<file path="src/sv/blsd_pkg.sv">
`timescale 1ns / 1ps
`default_nettype none

package blsd_pkg;

    localparam int OP_W   = 3;
    localparam int VAL_W  = 32;
    localparam int STAT_W = 2;

    localparam logic [OP_W-1:0] OP_INS_FRONT = 3'd0;
    localparam logic [OP_W-1:0] OP_INS_BACK  = 3'd1;
    localparam logic [OP_W-1:0] OP_RM_FRONT  = 3'd2;
    localparam logic [OP_W-1:0] OP_RM_BACK   = 3'd3;
    localparam logic [OP_W-1:0] OP_SHOW      = 3'd4;
    localparam logic [OP_W-1:0] OP_CLEAR     = 3'd5;
    localparam logic [OP_W-1:0] OP_FIND      = 3'd6;
    localparam logic [OP_W-1:0] OP_DELETE    = 3'd7;

    localparam logic [STAT_W-1:0] STAT_OK       = 2'd0;
    localparam logic [STAT_W-1:0] STAT_EMPTY    = 2'd1;
    localparam logic [STAT_W-1:0] STAT_NOTFOUND = 2'd2;
    localparam logic [STAT_W-1:0] STAT_FULL     = 2'd3;

    typedef logic [VAL_W-1:0] val_t;

endpackage

`default_nettype wire

</file>
<file path="src/sv/blsd_ram.sv">
`timescale 1ns / 1ps
`default_nettype none

module blsd_ram #(
    parameter int DEPTH = 32,
    parameter int AW    = 5
) (
    input  wire logic           aclk,
    input  wire logic           we,
    input  wire logic [AW-1:0]  wr_addr,
    input  wire blsd_pkg::val_t wr_data,
    input  wire logic           re,
    input  wire logic [AW-1:0]  rd_addr,
    output blsd_pkg::val_t      rd_data
);
    import blsd_pkg::*;

    val_t mem [DEPTH];
    val_t rd_data_reg;

    always_ff @(posedge aclk) begin
        if (we) begin
            mem[wr_addr] <= wr_data;
        end
    end

    always_ff @(posedge aclk) begin
        if (re) begin
            rd_data_reg <= mem[rd_addr];
        end
    end

    assign rd_data = rd_data_reg;

endmodule

`default_nettype wire

</file>
<file path="src/sv/bounded_list_with_search_delete.sv">
// Bounded deque of unsigned 32-bit values with find and delete-by-value.
// Input channel: s_tuser carries the operation code, s_tdata the value.
// Output channel: m_tuser carries the status, m_tdata the value returned,
// m_tlast marks the final result transaction of an operation.
// Every operation yields one result, except show on a non-empty list,
// which yields one result per entry, front first.
// Entries sit in a single-port-write, registered-read RAM of DEPTH words.
// Steps per operation, from acceptance to the result being loaded:
//   insert, clear and the empty/full cases execute directly; remove adds a
//   RAM read; find reads and compares each entry from the front in turn;
//   show reads and sends each entry; delete runs find, then moves each later
//   entry one place toward the front to close the gap, then shrinks the count.
// One operation is in flight at a time; s_tready is high from the edge that
// loads the last result, so the next transaction can land in the next cycle.
// Reset empties the list and drops any pending result; RAM contents are
// not cleared and no clearing pass is needed.
// A stalled receiver holds the output register; the walk waits on it.
`timescale 1ns / 1ps
`default_nettype none

module bounded_list_with_search_delete #(
    parameter int DEPTH = 32
) (
    input  wire logic                         aclk,
    input  wire logic                         aresetn,
    input  wire logic                         s_tvalid,
    output logic                              s_tready,
    input  wire logic [blsd_pkg::VAL_W-1:0]   s_tdata,   // value
    input  wire logic [blsd_pkg::OP_W-1:0]    s_tuser,   // operation
    output logic                              m_tvalid,
    input  wire logic                         m_tready,
    output logic [blsd_pkg::VAL_W-1:0]        m_tdata,   // item_value
    output logic [blsd_pkg::STAT_W-1:0]       m_tuser,   // status
    output logic                              m_tlast
);
    import blsd_pkg::*;

    localparam int IW = (DEPTH > 1) ? $clog2(DEPTH) : 1;
    localparam int CW = $clog2(DEPTH + 1);
    localparam int SW = CW + 1;
    localparam logic [CW-1:0] DEPTH_C = CW'(DEPTH);
    localparam logic [IW-1:0] LAST_IX = IW'(DEPTH - 1);

    localparam logic [3:0] S_IDLE     = 4'd0;
    localparam logic [3:0] S_EXEC     = 4'd1;
    localparam logic [3:0] S_RM_WAIT  = 4'd2;
    localparam logic [3:0] S_SCAN_RD  = 4'd3;
    localparam logic [3:0] S_SCAN_CHK = 4'd4;
    localparam logic [3:0] S_SH_RD    = 4'd5;
    localparam logic [3:0] S_SH_WR    = 4'd6;
    localparam logic [3:0] S_OUT      = 4'd7;

    logic [3:0]        state_reg, state_next;
    logic [IW-1:0]     front_reg, front_next;
    logic [CW-1:0]     count_reg, count_next;
    logic [CW-1:0]     idx_reg, idx_next;
    logic [OP_W-1:0]   op_reg, op_next;
    val_t              val_reg, val_next;
    logic [STAT_W-1:0] res_stat_reg, res_stat_next;
    val_t              res_val_reg, res_val_next;
    logic              m_valid_reg, m_valid_next;
    logic [STAT_W-1:0] m_stat_reg, m_stat_next;
    val_t              m_val_reg, m_val_next;
    logic              m_last_reg, m_last_next;

    logic              we, re;
    logic [IW-1:0]     wr_addr, rd_addr;
    val_t              wr_data, rd_data;
    logic              out_free;
    logic [CW-1:0]     idx_inc;
    logic [IW-1:0]     front_dec, front_inc;

    function automatic logic [IW-1:0] slot(input logic [IW-1:0] base,
                                           input logic [CW-1:0] off);
        logic [SW-1:0] s;
        s = SW'(base) + SW'(off);
        if (s >= SW'(DEPTH)) begin
            s = s - SW'(DEPTH);
        end
        return s[IW-1:0];
    endfunction

    blsd_ram #(
        .DEPTH (DEPTH),
        .AW    (IW)
    ) u_ram (
        .aclk    (aclk),
        .we      (we),
        .wr_addr (wr_addr),
        .wr_data (wr_data),
        .re      (re),
        .rd_addr (rd_addr),
        .rd_data (rd_data)
    );

    assign out_free  = !m_valid_reg || m_tready;
    assign idx_inc   = idx_reg + CW'(1);
    assign front_dec = (front_reg == '0) ? LAST_IX : front_reg - IW'(1);
    assign front_inc = (front_reg == LAST_IX) ? '0 : front_reg + IW'(1);

    assign s_tready = (state_reg == S_IDLE);
    assign m_tvalid = m_valid_reg;
    assign m_tdata  = m_val_reg;
    assign m_tuser  = m_stat_reg;
    assign m_tlast  = m_last_reg;

    always_comb begin
        state_next    = state_reg;
        front_next    = front_reg;
        count_next    = count_reg;
        idx_next      = idx_reg;
        op_next       = op_reg;
        val_next      = val_reg;
        res_stat_next = res_stat_reg;
        res_val_next  = res_val_reg;
        m_valid_next  = m_valid_reg;
        m_stat_next   = m_stat_reg;
        m_val_next    = m_val_reg;
        m_last_next   = m_last_reg;
        we            = 1'b0;
        wr_addr       = slot(front_reg, idx_reg);
        wr_data       = val_reg;
        re            = 1'b0;
        rd_addr       = slot(front_reg, idx_reg);

        if (m_valid_reg && m_tready) begin
            m_valid_next = 1'b0;
        end

        case (state_reg)
            S_IDLE: begin
                if (s_tvalid) begin
                    op_next    = s_tuser;
                    val_next   = s_tdata;
                    state_next = S_EXEC;
                end
            end
            S_EXEC: begin
                res_stat_next = STAT_OK;
                res_val_next  = '0;
                idx_next      = '0;
                state_next    = S_OUT;
                case (op_reg)
                    OP_INS_FRONT, OP_INS_BACK: begin
                        if (count_reg == DEPTH_C) begin
                            res_stat_next = STAT_FULL;
                        end else begin
                            we         = 1'b1;
                            count_next = count_reg + CW'(1);
                            if (op_reg == OP_INS_FRONT) begin
                                wr_addr    = front_dec;
                                front_next = front_dec;
                            end else begin
                                wr_addr = slot(front_reg, count_reg);
                            end
                        end
                    end
                    OP_RM_FRONT, OP_RM_BACK: begin
                        if (count_reg == '0) begin
                            res_stat_next = STAT_EMPTY;
                        end else begin
                            re         = 1'b1;
                            count_next = count_reg - CW'(1);
                            state_next = S_RM_WAIT;
                            if (op_reg == OP_RM_FRONT) begin
                                rd_addr    = front_reg;
                                front_next = front_inc;
                            end else begin
                                rd_addr = slot(front_reg, count_reg - CW'(1));
                            end
                        end
                    end
                    OP_CLEAR: begin
                        front_next = '0;
                        count_next = '0;
                    end
                    default: begin
                        if (count_reg == '0) begin
                            res_stat_next = STAT_EMPTY;
                        end else begin
                            state_next = S_SCAN_RD;
                        end
                    end
                endcase
            end
            S_RM_WAIT: begin
                res_val_next = rd_data;
                state_next   = S_OUT;
            end
            S_SCAN_RD: begin
                re         = 1'b1;
                state_next = S_SCAN_CHK;
            end
            S_SCAN_CHK: begin
                if (op_reg == OP_SHOW) begin
                    if (out_free) begin
                        m_valid_next = 1'b1;
                        m_stat_next  = STAT_OK;
                        m_val_next   = rd_data;
                        m_last_next  = (idx_inc == count_reg);
                        if (idx_inc == count_reg) begin
                            state_next = S_IDLE;
                        end else begin
                            idx_next   = idx_inc;
                            state_next = S_SCAN_RD;
                        end
                    end
                end else if (rd_data == val_reg) begin
                    res_stat_next = STAT_OK;
                    res_val_next  = rd_data;
                    state_next    = (op_reg == OP_DELETE) ? S_SH_RD : S_OUT;
                end else if (idx_inc == count_reg) begin
                    res_stat_next = STAT_NOTFOUND;
                    res_val_next  = '0;
                    state_next    = S_OUT;
                end else begin
                    idx_next   = idx_inc;
                    state_next = S_SCAN_RD;
                end
            end
            S_SH_RD: begin
                if (idx_inc < count_reg) begin
                    re         = 1'b1;
                    rd_addr    = slot(front_reg, idx_inc);
                    state_next = S_SH_WR;
                end else begin
                    count_next = count_reg - CW'(1);
                    state_next = S_OUT;
                end
            end
            S_SH_WR: begin
                we         = 1'b1;
                wr_data    = rd_data;
                idx_next   = idx_inc;
                state_next = S_SH_RD;
            end
            S_OUT: begin
                if (out_free) begin
                    m_valid_next = 1'b1;
                    m_stat_next  = res_stat_reg;
                    m_val_next   = res_val_reg;
                    m_last_next  = 1'b1;
                    state_next   = S_IDLE;
                end
            end
            default: begin
                state_next = S_IDLE;
            end
        endcase
    end

    always_ff @(posedge aclk) begin
        if (!aresetn) begin
            state_reg   <= S_IDLE;
            front_reg   <= '0;
            count_reg   <= '0;
            m_valid_reg <= 1'b0;
        end else begin
            state_reg   <= state_next;
            front_reg   <= front_next;
            count_reg   <= count_next;
            m_valid_reg <= m_valid_next;
        end
    end

    always_ff @(posedge aclk) begin
        idx_reg      <= idx_next;
        op_reg       <= op_next;
        val_reg      <= val_next;
        res_stat_reg <= res_stat_next;
        res_val_reg  <= res_val_next;
        m_stat_reg   <= m_stat_next;
        m_val_reg    <= m_val_next;
        m_last_reg   <= m_last_next;
    end

endmodule

`default_nettype wire
</file>
<file path="config.mk">
export PLATFORM = sky130hd
export DESIGN_NAME = bounded_list_with_search_delete
export DESIGN_NICKNAME = d
export VERILOG_FILES = /design/src/sv/blsd_pkg.sv /design/src/sv/blsd_ram.sv /design/src/sv/bounded_list_with_search_delete.sv
export SDC_FILE = /design/constraint.sdc
export NUM_CORES = 2
export LEC_CHECK = 0
export BUFFER_PORTS_ARGS = -buffer_cell sky130_fd_sc_hd__buf_4
export CORE_MARGIN = 3
export CORE_UTILIZATION = 54
export DETAILED_ROUTE_END_ITERATION = 7
export HOLD_SLACK_MARGIN = 0.05
export PLACE_DENSITY_LB_ADDON = 0.05
export SLEW_MARGIN = 40
export SYNTH_ARGS = -nofsm -noshare
export SYNTH_HDL_FRONTEND = slang
export SYNTH_HIERARCHICAL = 1
export SYNTH_SLANG_ARGS = --single-unit
</file>
<file path="constraint.sdc">
create_clock -name aclk -period 9.5 [get_ports aclk]
set_input_delay 0.475 -clock aclk [delete_from_list [all_inputs] [get_ports aclk]]
set_output_delay 0.475 -clock aclk [all_outputs]
set_load 0.01 [all_outputs]
</file>
==> results.toml <==
[run_status]
status = "finished, final reports clean"

[global_routing]
grt_usage_pct = 25.8
grt_pass1_vias = 25900
grt_pass1_wl_mm = 177
antenna_found_initial = 0
grt_max_degree = 129
grt_overflow = 0

[synth]
synth-async-reset-ratio_pct = 0
syn_nets = 2998
synth.avg_cell_area_sq_um = 16.4
syn_area_sq_um = 47900
yosysWarnings = 6
ys_seq_elements = 1181
ys_types = 62
synth-seq-area-share_pct = 73.7
yosys.area.top_type_share_pct = 73.1
ys.flop_type = "edfxtp_1"
syn_inst = 2926
synth_edf_count = 1166
synthTopCellsByCount = "edfxtp_1 (1166), mux2i_1 (516), nand2_1 (221), a21oi_1 (130), nand3_1 (111)"
yosysMostFrequentCell = "edfxtp_1"
yosys.area.top_type = "edfxtp_1"
synth.area.top_cells = "edfxtp_1 (73%), mux2i_1 (11%), nand2_1 (1.7%), a22oi_1 (1.6%), a21oi_1 (1.4%)"

[setup_path]
end_kind = "flip-flop"
cp.required_ns = 9.91
cp_slowest_stage_delay_ns = 0.66
reg2reg_slack_ns = 4.10
path_common_cell = "mux2i_1"
crit_chain = "inv_1, ha_1, or4b_1, o21ai_0, or2_2, a21boi_2, mux2i_1, o21ai_4, buf_4, buf_12, mux2i_1, a22o_1, nor3_1, a31oi_1, nand3_1"
crit_fanout = 102
crit_slowest_cell = "buf_4"
crit_type = "flip-flop to flip-flop"
start_kind = "flip-flop"
arrival_ns = 5.82

[floorplan]
die_y_um = 304
chipWidth_um = 304
std_cell_rows = 108
ioPinCount = 76
dieArea_sq_um = 92400
coreArea_sq_um = 87400
start_util_pct = 54.8

[place]
gp_congestion = 0.859
placed_area_sq_um = 50000
dp_slack_ns = 4.16
portBuffers = 75
dp_hpwl_mm = 65.0

[finish]
fin_area_sq_um = 54200
n_antenna_cell = 0
nets = 3142
regMostFlops = "u_ram/mem"
area_growth_syn_to_layout_pct = 13.1
largest_reg_flops = 1024
drive_gt1_share_pct = 12.7

[cts]
clk_latency_ns = 0.69
cts_tree = "done"
cts_buffers = 119
path_clk_slew_ns = 0.06
cts_hold_buf = 35
ctsHtreeMaxLevel = 3
clock_path_buffers = 3
clock-root-buffer = "clkbuf_16"
post_cts_resized = 0
clock_sinks = 1181
postCtsSetupBuffers = 0

[power_and_ir_drop]
combPwrFrac_pct = 25.2
seq_power_share_pct = 43.3
internal_power_mw = 9.88
p_switching_mw = 4.40
p_clk_share_pct = 31.5
p_total_mw = 14.3
p_leak_nw = 18.7
power.density_nw_per_um2 = 264
swShare_pct = 30.8
ir_drop_uv = 262

[hold_path]
hp-class = "input pin to flip-flop"

[detailed_routing]
drc = 0
ant_nets = 0
vias = 26400
drtPass1Iterations = 6
wl_per_cell_um = 28.0
wl_mm = 121
viasPerCell = 6.11
drt_iter0_markers = 2737

[sta]
drv_slew = 0
fin_crit_ns = 5.40
fin_ws_ns = 4.10
slew_headroom_pct = 42.2
setup_viol = 0
final_hold_viol_count = 0
fin_setup_tns_ns = 0
skew_ns = 0.0255
final.period_utilization_pct = 56.9
worst_slew_pin_slew_ns = 0.867
max_freq_mhz = 185
rsz0062_at_grt = "no"

[run]
maxCapViolCount = 0
==> metal layers <==
metal | part of all wire (%) | global-route usage (%) | vias up
met5 | 0 | 0 | -
met4 | 1.7 | 5.66 | 0
met3 | 7.3 | 3.87 | 143
met2 | 47 | 41.1 | 1000
met1 | 44 | 38.2 | 13600
li1 | - | - | 11700
==> metrics by stage <==
step           hold WS (ns)  std cells  utilization (%)
3_3_place_gp          0.491       4058             57.0
4_1_cts              0.0772       4324             61.9
2_1_floorplan         0.484       2926                -
3_5_place_dp          0.492       4067             57.2
5_1_grt               0.106       4326             62.0
6_report              0.124       4326             62.0
==> cell type report <==
class | count | area (sq um)
timing repair buffer | 178 | 1620
multi-input combinational | 1570 | 12000
clock inverter | 65 | 567
clock buffer | 157 | 3180
fill | 6302 | 33200
sequential | 1181 | 35300
inverter | 20 | 75.1
tap | 1155 | 1450
==> final timing paths <==
check	start	end	cells past startpoint
worst max register to register	count_reg[1]	u_ram/rd_data[16]	15
worst min register to register	res_val_reg[29]	m_tdata[29]	2
worst max-delay path	count_reg[1]	u_ram/rd_data[16]	15
worst min-delay path	m_tready	m_tvalid	3
==> cells by family (layout without fill, tap and decap cells) <==
family	Yosys count	in the layout	synth area share [%]
buf+inv	175	420	2.02
compound gates	392	392	5.54
mux	549	549	11.6
xor+xnor	57	57	1.04
fa+ha+maj	33	33	0.924
flops	1181	1181	73.7
simple gates	539	539	5.24
==> cells in the final DEF, fill, tap and decap left out, types with 4 or more instances in the layout <==
| master | count |
|---|---|
| nand2b_1 | 9 |
| dlygate4sd3_1 | 35 |
| nand3b_1 | 7 |
| and3_1 | 4 |
| mux2i_1 | 516 |
| clkbuf_1 | 35 |
| or2_2 | 4 |
| clkinvlp_4 | 7 |
| a211oi_1 | 4 |
| a31oi_1 | 33 |
| nor2b_1 | 43 |
| nor3_1 | 41 |
| buf_8 | 4 |
| ha_1 | 29 |
| buf_16 | 4 |
| a21oi_1 | 129 |
| clkinv_2 | 19 |
| nor2_4 | 34 |
| fa_1 | 4 |
| xor2_1 | 40 |
| buf_12 | 6 |
| a22oi_1 | 100 |
| bufinv_16 | 9 |
| nand3_1 | 110 |
| clkbuf_16 | 122 |
| nor2_1 | 28 |
| dfxtp_1 | 15 |
| edfxtp_1 | 1166 |
| clkinv_1 | 28 |
| nor4_1 | 8 |
| inv_1 | 19 |
| nand2_1 | 220 |
| a22o_1 | 64 |
| o21ai_0 | 18 |
| a21o_1 | 8 |
| buf_4 | 127 |
| and2_1 | 6 |
| mux2_2 | 33 |
| xnor2_1 | 17 |
==> critical path: cells and delay by family, from the launching register on <==
| kind | cells | cell delay [ns] |
|---|---|---|
| compound gates | 5 | 1.41 |
| fa+ha+maj | 1 | 0.20 |
| buf+inv | 3 | 1.53 |
| flops | 1 | 0.36 |
| mux | 2 | 0.44 |
| simple gates | 4 | 1.00 |
==> power groups by stage <==
stage                     Clock (mW)  Sequential, mW  Combinational [mW]
after floorplan                    0            6.22                2.48
final                           4.50            6.19                3.60
after detailed placement           0            6.29                3.55
after global routing            4.78            6.20                3.85
after CTS                       4.56            6.18                3.57
after global placement             0            6.29                3.48
Power figures use the tool's default switching activity.
